--- src/ordered_timer_pool_unit_defines.svh ---
// Assertion macros shared by the timer pool RTL.
`ifndef ORDERED_TIMER_POOL_UNIT_DEFINES_SVH
`define ORDERED_TIMER_POOL_UNIT_DEFINES_SVH
`ifndef SYNTHESIS
`define OTP_ASSERT_IMPLY(label, clk, rst_n, ante, cons) \
    label: assert property (@(posedge clk) disable iff (!rst_n) (ante) |-> (cons)) \
        else $error("timer pool check failed");
`define OTP_ASSERT_NEXT(label, clk, rst_n, ante, cons) \
    label: assert property (@(posedge clk) disable iff (!rst_n) (ante) |=> (cons)) \
        else $error("timer pool check failed");
`else
`define OTP_ASSERT_IMPLY(label, clk, rst_n, ante, cons)
`define OTP_ASSERT_NEXT(label, clk, rst_n, ante, cons)
`endif
`endif

--- src/otp_pkg.sv ---
// Shared constants for the ordered timer pool.
`timescale 1ns / 1ps
package otp_pkg;
    localparam logic [2:0] REQ_ALLOC = 3'd0;
    localparam logic [2:0] REQ_FREE  = 3'd1;
    localparam logic [2:0] REQ_BIND  = 3'd2;
    localparam logic [2:0] REQ_ARM   = 3'd3;
    localparam logic [2:0] REQ_TICK  = 3'd4;

    localparam logic [1:0] ST_DONE   = 2'd0;
    localparam logic [1:0] ST_NONE   = 2'd1;
    localparam logic [1:0] ST_EXPIRE = 2'd2;

    localparam logic [1:0] MODE_FREE  = 2'd0;
    localparam logic [1:0] MODE_ALLOC = 2'd1;
    localparam logic [1:0] MODE_ARMED = 2'd2;

    localparam int          MAX_RESULTS = 32;
    localparam logic [31:0] NO_DEADLINE = 32'hffff_ffff;
endpackage

--- src/otp_ram.sv ---
// Generic single-write, single-read RAM with registered read data.
`timescale 1ns / 1ps
module otp_ram #(
    parameter int WIDTH = 32,
    parameter int DEPTH = 32
) (
    input  logic                     i_clk,
    input  logic                     i_we,
    input  logic [$clog2(DEPTH)-1:0] i_waddr,
    input  logic [WIDTH-1:0]         i_wdata,
    input  logic                     i_re,
    input  logic [$clog2(DEPTH)-1:0] i_raddr,
    output logic [WIDTH-1:0]         o_rdata
);
    logic [WIDTH-1:0] r_mem [DEPTH];
    logic [WIDTH-1:0] r_rdata;

    always_ff @(posedge i_clk) begin
        if (i_we) begin
            r_mem[i_waddr] <= i_wdata;
        end
        if (i_re) begin
            r_rdata <= r_mem[i_raddr];
        end
    end

    assign o_rdata = r_rdata;
endmodule

--- src/ordered_timer_pool_unit.sv ---
// Top level of the ordered timer pool with its list walker.
//
// Channel   Direction  Handshake                 Fields
// in        input      i_in_valid / o_in_stall   req_type timer_index queue_id payload delay_ticks
// out       output     o_out_valid / i_out_stall status slot dest_queue event_word last
//
// One request is worked at a time; alloc, bind and unknown codes give their result from S_RES
// once the output register is free, and the block then takes the next request in S_IDLE.
// Free of an armed timer walks the list at one node per cycle to unlink it; arm of an unarmed
// timer walks the list to find the timer's place by deadline and links it in there.
// Re-arming an armed timer unlinks it first and walks twice, once to unlink it and once to insert it.
// A tick walks the expired prefix at one node per cycle, one result per cycle when not stalled.
// Reset clears the slot modes, tick count and list registers; the memories need no clearing.
// A stalled output holds the tick walk in place until the result register frees.
`timescale 1ns / 1ps
`include "ordered_timer_pool_unit_defines.svh"
module ordered_timer_pool_unit #(
    parameter int TIMER_SLOTS   = 32,
    parameter int QUEUE_ID_BITS = 4
) (
    input  logic        i_clk,
    input  logic        i_rst_n,
    input  logic        i_in_valid,
    output logic        o_in_stall,
    input  logic [2:0]  i_req_type,
    input  logic [4:0]  i_timer_index,
    input  logic [3:0]  i_queue_id,
    input  logic [31:0] i_payload,
    input  logic [31:0] i_delay_ticks,
    output logic        o_out_valid,
    input  logic        i_out_stall,
    output logic [1:0]  o_status,
    output logic [4:0]  o_slot,
    output logic [3:0]  o_dest_queue,
    output logic [31:0] o_event_word,
    output logic        o_last
);
    localparam int IW = $clog2(TIMER_SLOTS);
    localparam int CW = $clog2(TIMER_SLOTS + 1);
    localparam int QB = QUEUE_ID_BITS;
    localparam int QW = QB + 32;

    typedef enum logic [14:0] {
        S_IDLE     = 15'b000000000000001,
        S_RES      = 15'b000000000000010,
        S_UL       = 15'b000000000000100,
        S_UL_HEAD  = 15'b000000000001000,
        S_UL_LINK  = 15'b000000000010000,
        S_UL_FIX   = 15'b000000000100000,
        S_UL_RDH   = 15'b000000001000000,
        S_UL_REF   = 15'b000000010000000,
        S_INS      = 15'b000000100000000,
        S_INS_LINK = 15'b000001000000000,
        S_INS_CMP  = 15'b000010000000000,
        S_WR1      = 15'b000100000000000,
        S_WR2      = 15'b001000000000000,
        S_TK       = 15'b010000000000000,
        S_TK_CMP   = 15'b100000000000000
    } t_state;

    t_state r_state, n_state;
    logic [1:0]    r_mode [TIMER_SLOTS];
    logic [1:0]    n_mode [TIMER_SLOTS];
    logic          r_op_arm, n_op_arm;
    logic [IW-1:0] r_idx, n_idx;
    logic [31:0]   r_d, n_d;
    logic [31:0]   r_tick, n_tick;
    logic [IW-1:0] r_head, n_head;
    logic [CW-1:0] r_count, n_count;
    logic [31:0]   r_earliest, n_earliest;
    logic [IW-1:0] r_prev, n_prev;
    logic [IW-1:0] r_nxt, n_nxt;
    logic [CW-1:0] r_k, n_k;
    logic [IW-1:0] r_x, n_x;
    logic          r_two, n_two;
    logic [IW-1:0] r_i, n_i;
    logic [CW-1:0] r_n, n_n;
    logic          r_pv, n_pv;
    logic [IW-1:0] r_pslot, n_pslot;
    logic [QW-1:0] r_pqw, n_pqw;
    logic [1:0]    r_rstatus, n_rstatus;
    logic [4:0]    r_rslot, n_rslot;
    logic          r_ov, n_ov;
    logic [1:0]    r_ostatus, n_ostatus;
    logic [4:0]    r_oslot, n_oslot;
    logic [3:0]    r_oqueue, n_oqueue;
    logic [31:0]   r_oword, n_oword;
    logic          r_olast, n_olast;

    logic          dl_we, dl_re, lk_we, lk_re, qw_we, qw_re;
    logic [IW-1:0] dl_waddr, dl_raddr, lk_waddr, lk_raddr, qw_raddr;
    logic [31:0]   dl_wdata, dl_q;
    logic [IW-1:0] lk_wdata, lk_q;
    logic [QW-1:0] qw_wdata, qw_q;

    logic          in_acc, out_free, idx_ok, free_found;
    logic [IW-1:0] idx_in, free_idx;
    logic [CW-1:0] k_inc;

    otp_ram #(.WIDTH(32), .DEPTH(TIMER_SLOTS)) u_deadline (
        .i_clk(i_clk), .i_we(dl_we), .i_waddr(dl_waddr), .i_wdata(dl_wdata),
        .i_re(dl_re), .i_raddr(dl_raddr), .o_rdata(dl_q)
    );
    otp_ram #(.WIDTH(IW), .DEPTH(TIMER_SLOTS)) u_link (
        .i_clk(i_clk), .i_we(lk_we), .i_waddr(lk_waddr), .i_wdata(lk_wdata),
        .i_re(lk_re), .i_raddr(lk_raddr), .o_rdata(lk_q)
    );
    otp_ram #(.WIDTH(QW), .DEPTH(TIMER_SLOTS)) u_binding (
        .i_clk(i_clk), .i_we(qw_we), .i_waddr(idx_in), .i_wdata(qw_wdata),
        .i_re(qw_re), .i_raddr(qw_raddr), .o_rdata(qw_q)
    );

    assign o_in_stall   = (r_state != S_IDLE);
    assign in_acc       = i_in_valid && (r_state == S_IDLE);
    assign out_free     = !r_ov || !i_out_stall;
    assign idx_ok       = int'(i_timer_index) < TIMER_SLOTS;
    assign idx_in       = IW'(i_timer_index);
    assign k_inc        = r_k + 1'b1;
    assign qw_wdata     = {QB'(i_queue_id), i_payload};
    assign qw_we        = in_acc && (i_req_type == otp_pkg::REQ_BIND) && idx_ok;
    assign o_out_valid  = r_ov;
    assign o_status     = r_ostatus;
    assign o_slot       = r_oslot;
    assign o_dest_queue = r_oqueue;
    assign o_event_word = r_oword;
    assign o_last       = r_olast;

    always_comb begin
        free_found = 1'b0;
        free_idx   = '0;
        for (int s = TIMER_SLOTS - 1; s >= 0; s--) begin
            if (r_mode[s] == otp_pkg::MODE_FREE) begin
                free_found = 1'b1;
                free_idx   = IW'(s);
            end
        end
    end

    always_comb begin
        n_state    = r_state;
        n_mode     = r_mode;
        n_op_arm   = r_op_arm;
        n_idx      = r_idx;
        n_d        = r_d;
        n_tick     = r_tick;
        n_head     = r_head;
        n_count    = r_count;
        n_earliest = r_earliest;
        n_prev     = r_prev;
        n_nxt      = r_nxt;
        n_k        = r_k;
        n_x        = r_x;
        n_two      = r_two;
        n_i        = r_i;
        n_n        = r_n;
        n_pv       = r_pv;
        n_pslot    = r_pslot;
        n_pqw      = r_pqw;
        n_rstatus  = r_rstatus;
        n_rslot    = r_rslot;
        n_ov       = r_ov && i_out_stall;
        n_ostatus  = r_ostatus;
        n_oslot    = r_oslot;
        n_oqueue   = r_oqueue;
        n_oword    = r_oword;
        n_olast    = r_olast;
        dl_we      = 1'b0;
        dl_waddr   = r_idx;
        dl_wdata   = r_d;
        dl_re      = 1'b0;
        dl_raddr   = r_head;
        lk_we      = 1'b0;
        lk_waddr   = r_idx;
        lk_wdata   = r_x;
        lk_re      = 1'b0;
        lk_raddr   = r_head;
        qw_re      = 1'b0;
        qw_raddr   = r_head;

        unique case (r_state)
            S_IDLE: begin
                if (in_acc) begin
                    n_idx     = idx_in;
                    n_rstatus = otp_pkg::ST_DONE;
                    n_rslot   = '0;
                    n_op_arm  = 1'b0;
                    n_state   = S_RES;
                    unique case (i_req_type)
                        otp_pkg::REQ_ALLOC: begin
                            if (free_found) begin
                                n_mode[free_idx] = otp_pkg::MODE_ALLOC;
                                n_rslot          = 5'(free_idx);
                            end else begin
                                n_rstatus = otp_pkg::ST_NONE;
                            end
                        end
                        otp_pkg::REQ_FREE: begin
                            if (idx_ok) begin
                                n_mode[idx_in] = otp_pkg::MODE_FREE;
                                if (r_mode[idx_in] == otp_pkg::MODE_ARMED) begin
                                    n_state = S_UL;
                                end
                            end
                        end
                        otp_pkg::REQ_ARM: begin
                            if (idx_ok) begin
                                n_mode[idx_in] = otp_pkg::MODE_ARMED;
                                n_d            = i_delay_ticks + r_tick;
                                n_op_arm       = 1'b1;
                                n_state = (r_mode[idx_in] == otp_pkg::MODE_ARMED) ? S_UL : S_INS;
                            end
                        end
                        otp_pkg::REQ_TICK: begin
                            n_tick  = r_tick + 32'd1;
                            n_state = S_TK;
                        end
                        default: begin
                        end
                    endcase
                end
            end
            S_RES: begin
                if (out_free) begin
                    n_ov      = 1'b1;
                    n_ostatus = r_rstatus;
                    n_oslot   = r_rslot;
                    n_oqueue  = '0;
                    n_oword   = '0;
                    n_olast   = 1'b1;
                    n_state   = S_IDLE;
                end
            end
            S_UL: begin
                lk_re = 1'b1;
                if (r_head == r_idx) begin
                    lk_raddr = r_idx;
                    n_state  = S_UL_HEAD;
                end else begin
                    lk_raddr = r_head;
                    n_prev   = r_head;
                    n_k      = CW'(1);
                    n_state  = S_UL_LINK;
                end
            end
            S_UL_HEAD: begin
                n_head  = lk_q;
                n_state = S_UL_RDH;
            end
            S_UL_LINK: begin
                if (lk_q == r_idx) begin
                    lk_re    = 1'b1;
                    lk_raddr = r_idx;
                    n_state  = S_UL_FIX;
                end else if (k_inc < r_count) begin
                    lk_re    = 1'b1;
                    lk_raddr = lk_q;
                    n_prev   = lk_q;
                    n_k      = k_inc;
                end else begin
                    n_state = S_UL_RDH;
                end
            end
            S_UL_FIX: begin
                lk_we    = 1'b1;
                lk_waddr = r_prev;
                lk_wdata = lk_q;
                n_state  = S_UL_RDH;
            end
            S_UL_RDH: begin
                n_count  = r_count - 1'b1;
                dl_re    = 1'b1;
                dl_raddr = r_head;
                n_state  = S_UL_REF;
            end
            S_UL_REF: begin
                n_earliest = (r_count != '0) ? dl_q : otp_pkg::NO_DEADLINE;
                n_state    = r_op_arm ? S_INS : S_RES;
            end
            S_INS: begin
                dl_we = 1'b1;
                if (r_count == '0) begin
                    n_head     = r_idx;
                    n_x        = '0;
                    n_two      = 1'b0;
                    n_earliest = r_d;
                    n_state    = S_WR1;
                end else if (r_d <= r_earliest) begin
                    n_head     = r_idx;
                    n_x        = r_head;
                    n_two      = 1'b0;
                    n_earliest = r_d;
                    n_state    = S_WR1;
                end else begin
                    lk_re    = 1'b1;
                    lk_raddr = r_head;
                    n_prev   = r_head;
                    n_k      = CW'(1);
                    n_two    = 1'b1;
                    n_state  = S_INS_LINK;
                end
            end
            S_INS_LINK: begin
                if (r_k < r_count) begin
                    n_nxt    = lk_q;
                    dl_re    = 1'b1;
                    dl_raddr = lk_q;
                    lk_re    = 1'b1;
                    lk_raddr = lk_q;
                    n_state  = S_INS_CMP;
                end else begin
                    n_x     = lk_q;
                    n_state = S_WR1;
                end
            end
            S_INS_CMP: begin
                if (r_d <= dl_q) begin
                    n_x     = r_nxt;
                    n_state = S_WR1;
                end else begin
                    n_prev = r_nxt;
                    n_k    = k_inc;
                    if (k_inc < r_count) begin
                        n_nxt    = lk_q;
                        dl_re    = 1'b1;
                        dl_raddr = lk_q;
                        lk_re    = 1'b1;
                        lk_raddr = lk_q;
                    end else begin
                        n_x     = lk_q;
                        n_state = S_WR1;
                    end
                end
            end
            S_WR1: begin
                lk_we    = 1'b1;
                lk_waddr = r_idx;
                lk_wdata = r_x;
                if (r_two) begin
                    n_state = S_WR2;
                end else begin
                    n_count = r_count + 1'b1;
                    n_state = S_RES;
                end
            end
            S_WR2: begin
                lk_we    = 1'b1;
                lk_waddr = r_prev;
                lk_wdata = r_idx;
                n_count  = r_count + 1'b1;
                n_state  = S_RES;
            end
            S_TK: begin
                dl_re    = 1'b1;
                dl_raddr = r_head;
                lk_re    = 1'b1;
                lk_raddr = r_head;
                qw_re    = 1'b1;
                qw_raddr = r_head;
                n_i      = r_head;
                n_n      = '0;
                n_pv     = 1'b0;
                n_state  = S_TK_CMP;
            end
            S_TK_CMP: begin
                if (out_free) begin
                    if ((r_n < r_count) && (int'(r_n) < otp_pkg::MAX_RESULTS)
                            && (dl_q <= r_tick)) begin
                        if (r_pv) begin
                            n_ov      = 1'b1;
                            n_ostatus = otp_pkg::ST_EXPIRE;
                            n_oslot   = 5'(r_pslot);
                            n_oqueue  = 4'(r_pqw[QW-1:32]);
                            n_oword   = r_pqw[31:0];
                            n_olast   = 1'b0;
                        end
                        n_pv          = 1'b1;
                        n_pslot       = r_i;
                        n_pqw         = qw_q;
                        n_mode[r_i]   = otp_pkg::MODE_ALLOC;
                        n_n           = r_n + 1'b1;
                        n_i           = lk_q;
                        dl_re         = 1'b1;
                        dl_raddr      = lk_q;
                        lk_re         = 1'b1;
                        lk_raddr      = lk_q;
                        qw_re         = 1'b1;
                        qw_raddr      = lk_q;
                    end else begin
                        n_count    = r_count - r_n;
                        n_head     = r_i;
                        n_earliest = (r_count != r_n) ? dl_q : otp_pkg::NO_DEADLINE;
                        n_ov       = 1'b1;
                        n_olast    = 1'b1;
                        n_pv       = 1'b0;
                        if (r_pv) begin
                            n_ostatus = otp_pkg::ST_EXPIRE;
                            n_oslot   = 5'(r_pslot);
                            n_oqueue  = 4'(r_pqw[QW-1:32]);
                            n_oword   = r_pqw[31:0];
                        end else begin
                            n_ostatus = otp_pkg::ST_DONE;
                            n_oslot   = '0;
                            n_oqueue  = '0;
                            n_oword   = '0;
                        end
                        n_state = S_IDLE;
                    end
                end
            end
            default: begin
                n_state = S_IDLE;
            end
        endcase
    end

    always_ff @(posedge i_clk) begin
        if (!i_rst_n) begin
            r_state    <= S_IDLE;
            for (int s = 0; s < TIMER_SLOTS; s++) begin
                r_mode[s] <= otp_pkg::MODE_FREE;
            end
            r_tick     <= '0;
            r_head     <= '0;
            r_count    <= '0;
            r_earliest <= otp_pkg::NO_DEADLINE;
            r_pv       <= 1'b0;
            r_ov       <= 1'b0;
        end else begin
            r_state    <= n_state;
            r_mode     <= n_mode;
            r_tick     <= n_tick;
            r_head     <= n_head;
            r_count    <= n_count;
            r_earliest <= n_earliest;
            r_pv       <= n_pv;
            r_ov       <= n_ov;
        end
    end

    always_ff @(posedge i_clk) begin
        r_op_arm  <= n_op_arm;
        r_idx     <= n_idx;
        r_d       <= n_d;
        r_prev    <= n_prev;
        r_nxt     <= n_nxt;
        r_k       <= n_k;
        r_x       <= n_x;
        r_two     <= n_two;
        r_i       <= n_i;
        r_n       <= n_n;
        r_pslot   <= n_pslot;
        r_pqw     <= n_pqw;
        r_rstatus <= n_rstatus;
        r_rslot   <= n_rslot;
        r_ostatus <= n_ostatus;
        r_oslot   <= n_oslot;
        r_oqueue  <= n_oqueue;
        r_oword   <= n_oword;
        r_olast   <= n_olast;
    end

    `OTP_ASSERT_IMPLY(a_empty_no_deadline, i_clk, i_rst_n, (r_state == S_IDLE) && (r_count == '0), r_earliest == otp_pkg::NO_DEADLINE)
    `OTP_ASSERT_NEXT(a_accept_leaves_idle, i_clk, i_rst_n, i_in_valid && !o_in_stall, r_state != S_IDLE)
    `OTP_ASSERT_IMPLY(a_pending_in_walk, i_clk, i_rst_n, r_pv, r_state == S_TK_CMP)
    `OTP_ASSERT_IMPLY(a_count_bound, i_clk, i_rst_n, r_state == S_IDLE, r_count <= CW'(TIMER_SLOTS))
endmodule
--- config.mk ---
export PLATFORM = sky130hd
export DESIGN_NAME = ordered_timer_pool_unit
export DESIGN_NICKNAME = d
export VERILOG_FILES = /design/src/otp_pkg.sv /design/src/otp_ram.sv /design/src/ordered_timer_pool_unit.sv
export VERILOG_INCLUDE_DIRS = /design/src /design/src/src
export SDC_FILE = /design/constraint.sdc
export NUM_CORES = 2
export LEC_CHECK = 0
export ABC_AREA = 1
export BUFFER_PORTS_ARGS = -buffer_cell sky130_fd_sc_hd__buf_2
export CORE_MARGIN = 2
export CORE_UTILIZATION = 45
export DETAILED_ROUTE_END_ITERATION = 10
export PLACE_DENSITY = 0.7
export SETUP_SLACK_MARGIN = 0.3
export SLEW_MARGIN = 20
export SYNTH_ARGS = -nofsm -noshare
export SYNTH_HDL_FRONTEND = slang
export SYNTH_HIERARCHICAL = 1
export SYNTH_SLANG_ARGS = --single-unit
export TNS_END_PERCENT = 5
--- constraint.sdc ---
create_clock -name i_clk -period 6.97 [get_ports i_clk]
set_clock_uncertainty 0.1 [all_clocks]
set_input_delay 1.0455 -clock i_clk [delete_from_list [all_inputs] [get_ports i_clk]]
set_output_delay 1.0455 -clock i_clk [all_outputs]
set_load 0.05 [all_outputs]
# Yosys cells after proc, flatten, opt, wreduce, memory -nomap -nowiden
# Memory sizes are Yosys's and may differ from the RTL's. A register that Yosys moved wholly into a read port is not among the register bits.
# Cells that the tools add are included.
[classes] reduce_logical=76 order_cmp=13 n_eq_ne=45 bitwise_logic=14 muxes=211 add_sub_neg=7
[op_table] operator="$mux W32" n=11
[op_table] operator="$mux W5" n=66
[op_table] operator="$mux W64" n=4
[op_table] operator="$pmux W15 S14" n=1
[op_table] operator="$pmux W64 S3" n=1
[op_table] operator="$pmux W64 S2" n=1
[op_table] operator="$mux W15" n=8
[op_table] operator="$and A32 B32 Y32" n=3
[op_table] operator="$le A32 B32 Y1" n=3
[op_table] operator="$not A32 Y32" n=3
[op_table] operator="$or A32 B32 Y32" n=3
[op_table] operator="$pmux W32 S3" n=1
[op_table] operator="$mux W6" n=11
[op_table] operator="$and A64 B64 Y64" n=1
[op_table] operator="$logic_not A2 Y1" n=32
[op_table] operator="$not A64 Y64" n=1
[op_table] operator="$pmux W32 S2" n=1
[op_table] operator="$mux W1" n=59
[op_table] operator="$pmux W6 S4" n=2
[op_table] operator="$pmux W5 S3" n=3
[op_table] operator="$pmux W14 S3" n=1
[op_table] operator="$pmux W5 S2" n=4
[op_table] operator="$mux W12" n=3
[op_table] operator="$add A32 B1 Y32 const B" n=1
[op_table] operator="other kinds (65)" n=142
[word_totals] n_memories=3 output_inout_bits=46 regBits=319 ramBits=2336 word_cells=427
[mem_list] memory="u_binding.r_mem" depth=32 width=36 read_ports=1 rd_ports_with_merged_regs=1 write_ports=1 line="otp_ram.sv:15" source="logic [WIDTH-1:0] r_mem [DEPTH];"
[mem_list] memory="u_deadline.r_mem" depth=32 width=32 read_ports=1 rd_ports_with_merged_regs=1 write_ports=1 line="otp_ram.sv:15"
[mem_list] memory="u_link.r_mem" depth=32 width=5 read_ports=1 rd_ports_with_merged_regs=1 write_ports=1 line="otp_ram.sv:15"

# Depth between registers and ports, before layout
[depth] ltp_word=44 depth_mapped=38 mapped_depth_nobuf=38

# Hierarchy
# The synthesis kept the hierarchy.
[modules_own_cells] mod="otp_ram at u_binding" seq_area_each_um2=35674.2 cells_per_inst=3969 instances=1 area_each_um2=48076.1
[modules_own_cells] mod="otp_ram at u_deadline" seq_area_each_um2=31710.4 cells_per_inst=3536 instances=1 area_each_um2=42726.0
[modules_own_cells] mod="ordered_timer_pool_unit" seq_area_each_um2=7987.7 cells_per_inst=2862 instances=1 area_each_um2=21344.2
[modules_own_cells] mod="otp_ram at u_link" seq_area_each_um2=4954.8 cells_per_inst=595 instances=1 area_each_um2=6846.6

# Worst setup path before layout
# OpenSTA, ideal clock, no wires.
[synth_path] path_kind="reg-to-reg" from="register r_tick[17]" to="register u_binding.r_rdata[0], in the netlist u_binding/o_rdata[0], read port of u_binding.r_mem, enable pin" arrival_time_ns=5.163 stages_incl_launch_ff=16 synth_period_minus_slack_ns=5.656 n_path_buf=0 setup_time_ns=0.394 path_slack_ns=1.314 required_time_ns=6.476 path_cell_list="dfxtp_1 -> inv_1 -> ha_1 -> a21oi_1 -> nor2_1 -> a211oi_1 -> o221ai_1 -> a221oi_1 -> o21ai_0 -> o31ai_1 -> nand2_1 -> nor2_1 -> inv_1 -> nor2_1 -> inv_1 -> nand2_1"
[synth_via] elab_chain_cells=5
[synth_lines] item="from (decl)" line="ordered_timer_pool_unit.sv:67" source="logic [31:0] r_tick, n_tick;"
[synth_lines] item="from (signal assigned)" line="ordered_timer_pool_unit.sv:431" source="r_tick <= n_tick;"
[synth_lines] item="$le A32 B32 Y1" line="ordered_timer_pool_unit.sv:367" source="&& (dl_q <= r_tick)) begin"
[synth_lines] item="$logic_and A1 B1 Y1" line="ordered_timer_pool_unit.sv:367"
[synth_lines] item="$mux W1" line="ordered_timer_pool_unit.sv:366" source="if ((r_n < r_count) && (int'(r_n) < otp_pkg::MAX_RESULTS)"
[synth_lines] item="$mux W1" line="ordered_timer_pool_unit.sv:365" source="if (out_free) begin"
[synth_lines] item="$pmux W1 S2" line="ordered_timer_pool_unit.sv:180" source="unique case (r_state)"
[synth_lines] item="via qw_re" line="ordered_timer_pool_unit.sv:90" source="logic dl_we, dl_re, lk_we, lk_re, qw_we, qw_re;"
[synth_lines] item="to (decl)" line="otp_ram.sv:16" source="logic [WIDTH-1:0] r_rdata;"
# The timed path passes the listed nets, and every way through them passes these cells.
# A chain may end at the register's enable or synchronous reset.

# Worst setup path after layout
[layout_path] from="register r_tick[17]" to="register u_deadline.r_rdata[20], in the netlist u_deadline/o_rdata[20], read port of u_deadline.r_mem, data pin"
[layout_via] elab_chain_cells=5
[layout_lines] item="$le A32 B32 Y1" line="ordered_timer_pool_unit.sv:367"
[layout_lines] item="$logic_and A1 B1 Y1" line="ordered_timer_pool_unit.sv:367"
[layout_lines] item="$mux W5" line="ordered_timer_pool_unit.sv:366"
[layout_lines] item="$mux W5" line="ordered_timer_pool_unit.sv:365"
[layout_lines] item="$pmux W5 S3" line="ordered_timer_pool_unit.sv:180"
[layout_lines] item="via dl_raddr[1]" line="ordered_timer_pool_unit.sv:91" source="logic [IW-1:0] dl_waddr, dl_raddr, lk_waddr, lk_raddr, qw_raddr;"
[layout_lines] item="to (decl)" line="otp_ram.sv:16"
# The timed path passes the listed nets, and every way through them passes these cells.

==> flow_summary.yaml <==
status:
  status: "finished, final reports clean"
clocking:
  cts.clk_slew.worst_paths_ns: 0.06
  numClockSinks: 2727
  htree_levels: 5
  cts_buffer_depth: 4
  cts_inserted_buffers: 300
  cts_tree: "yes"
  cts_resized: 0
  hold_buffers: 0
  post_cts_buffers: 0
  cts_root_buffer: "clkbuf_16"
  clock_latency_ns: 0.96
pwr:
  powerDensity_nw_per_um2: 288
  clkPwrFrac_pct: 39.2
  power_switching_mw: 9.98
  leakage_nw: 48.8
  power_frac_seq_pct: 48.1
  vdd_ir_drop_max_v: 0.000291
  comb_power_share_pct: 12.6
  power.internal_mw: 28.1
  swShare_pct: 26.2
yosys:
  async_reset_ff_share_pct: 0
  synth_common_cells: "3758 x nand2_1, 2571 x edfxtp_1, 1830 x nand3_1"
  synth.most_common_cell: "nand2_1"
  yosysTopAreaCell: "edfxtp_1"
  yosysWarningCount: 6
  synth_top_area_share_pct: 64.9
  synth_edf_count: 2571
  synth_area_leaders: "edfxtp_1 65%, nand2_1 12%, nand3_1 7.7%"
  seq_area_frac_synth_pct: 67.5
  synth_cell_types: 69
  synthCells: 11000
  synth_nets: 11200
  synth_seq_cells: 2727
  synth-main-ff-cell: "edfxtp_1"
  synth_area_um2: 119000
  syn_avg_cell_area_um2: 10.9
finish:
  final_net_count: 11300
  drive_above_1_share_pct: 7.69
  syn2layout_area_growth_pct: 11.1
  utilization_pct: 50.3
  stdcell_count: 14700
  fillCellCount: 22500
  fin_area_um2: 132000
routing:
  wl_per_cell_um: 23.3
  detail_route.vias_per_cell: 5.78
  vias: 85300
  drt_wl_total_mm: 344
  dr.pass1.iters: 8
  drc: 0
  ant_nets: 0
  drt_iter0_drc: 10500
worst_hold_path:
  min_path_type: "reg2reg"
global_route:
  track_usage_pct: 24.9
  antenna_found_initial: 23
  grt_pass1_wl_mm: 512
  grt_overflow: 0
  grt_max_degree: 211
  grt_pass1_vias: 81600
die:
  dieWidth_um: 518
  fp.dieH_um: 518
  core-area_um2: 263000
  io_pins: 126
  die_area_um2: 269000
  start_util_pct: 45.3
  row_count: 188
setup_path:
  crit_required_ns: 7.55
  start_kind: "flop"
  cp-end-kind: "flop"
  crit_type: "reg2reg"
  cp.arrival_ns: 6.58
  r2r_setup_slack_ns: 0.98
  crit_fanout: 58
placement:
  gp_congestion: 0.920
  portBuffers: 125
  dp_cells: 14200
  placedInstanceArea_um2: 123000
  dpl.hpwl_mm: 195
flow_run:
  max-cap-violations: 0
timing:
  maxSlewHeadroom_pct: 17.2
  setup_viol: 0
  grt_setup_unrepaired: "no"
  hold_violations: 0
  tns_ns: 0
  min_period_ns: 5.99
  period_share_pct: 86.0
  tightestPinTransition_ns: 1.24
  drv_slew: 0
  fmax_ghz: 0.167
==> power groups by stage <==
stage          Clock (mW)  Sequential, mW  Combinational (mW)
6_report             14.9            18.3                4.82
3_3_place_gp            0            18.7                4.57
4_1_cts              15.1            18.4                4.71
3_5_place_dp            0            18.7                4.68
2_1_floorplan           0            18.8                3.24
5_1_grt              15.8            18.4                5.30
==> cell usage in the layout (no fill, tap or decap), drive strengths merged, types with 30 or more instances in the layout <==
cell,n
a211oi,48
a21oi,286
a221oi,35
a31oi,30
buf,339
clkbuf,364
clkinv,119
dfxtp,156
edfxtp,2571
ha,150
inv,507
nand2,3763
nand3,1835
nand4,32
nor2,419
nor3,58
o211ai,62
o21ai,207
o22ai,53
==> critical path, cell delays in order, from the launching register on <==
cell and delay [ns]:
dfxtp_1 0.45, inv_1 0.09, ha_1 0.32, a21oi_1 0.13, nor2_1 0.05, a211oi_1 0.21, o221ai_1 0.19, a221oi_1 0.45
o21ai_0 0.19, o31ai_1 0.24, nand2_1 0.23, nor2_1 0.51, o211ai_1 0.24, nand2_1 0.11, inv_1 0.07, o21ai_4 0.12
buf_4 0.66, buf_4 0.69, nand3_1 0.15, nand3_1 0.11, nand2_1 0.08, nand2_1 0.07, nand2_1 0.06, nand2_1 0.06
nand2_1 0.06
==> kinds of logic (layout without fill, tap and decap cells) <==
group | after synthesis | after routing | share of synthesized area [%]
AO/OA/AOI/OAI | 803 | 803 | 4.03
XOR/XNOR | 44 | 44 | 0.324
adder cells (fa/ha/maj) | 153 | 153 | 1.63
buffers and inverters | 1098 | 1355 | 4.91
flip-flops | 2727 | 2727 | 67.5
other | 0 | 14 | 0
AND/OR/NAND/NOR | 6137 | 6137 | 21.6
==> final cells by class <==
| class | count | area, um^2 | share of cell area [%] |
|---|---|---|---|
| flip-flops and latches | 2727 | 80300 | 60.8 |
| multi-input cells | 7137 | 33500 | 25.4 |
| clock buffers | 364 | 7930 | 5.99 |
| well taps | 3515 | 4400 | 3.33 |
| repair buffers | 339 | 2830 | 2.14 |
| inverters | 512 | 2000 | 1.51 |
| clock inverters | 140 | 1150 | 0.869 |
| diodes | 14 | 35.0 | 0.0265 |
==> flip-flops by register name, summed over array words and instances, names as in the netlist, 36 cells and up <==
register,cells
u_binding/r_mem,1152
u_deadline/r_mem,1024
u_link/r_mem,160
r_mode,64
r_pqw,36
u_binding/o_rdata,36
==> layer usage <==
metal  track usage [%]  part of all wire, %
met1              32.6                   38
met2              40.5                   47
met3              4.27                  9.6
met4              11.4                  4.8
met5                 0                0.012
==> per-stage QoR <==
step                      hold WS (ns)  worst slack (ns)  total power, mW
after detailed placement         0.305              1.06             23.4
after global routing             0.326             0.520             39.4
after floorplan                  0.300              1.31             22.0
after global placement           0.303              1.26             23.3
final                            0.321             0.975             38.1
after CTS                        0.319              1.04             38.2
==> path summary, 6_finish.rpt <==
kind                              startpoint                          endpoint  cells after the start
min          u_binding/o_rdata[24]$_DFFE_PP_               r_pqw[24]$_DFFE_PP_                      0
max reg2reg          r_tick[17]$_SDFFE_PN0P_  u_deadline/o_rdata[20]$_DFFE_PP_                     24
max                  r_tick[17]$_SDFFE_PN0P_  u_deadline/o_rdata[20]$_DFFE_PP_                     24
min reg2reg  u_binding/o_rdata[24]$_DFFE_PP_               r_pqw[24]$_DFFE_PP_                      0
No activity file was read; power rests on OpenSTA's default activity.
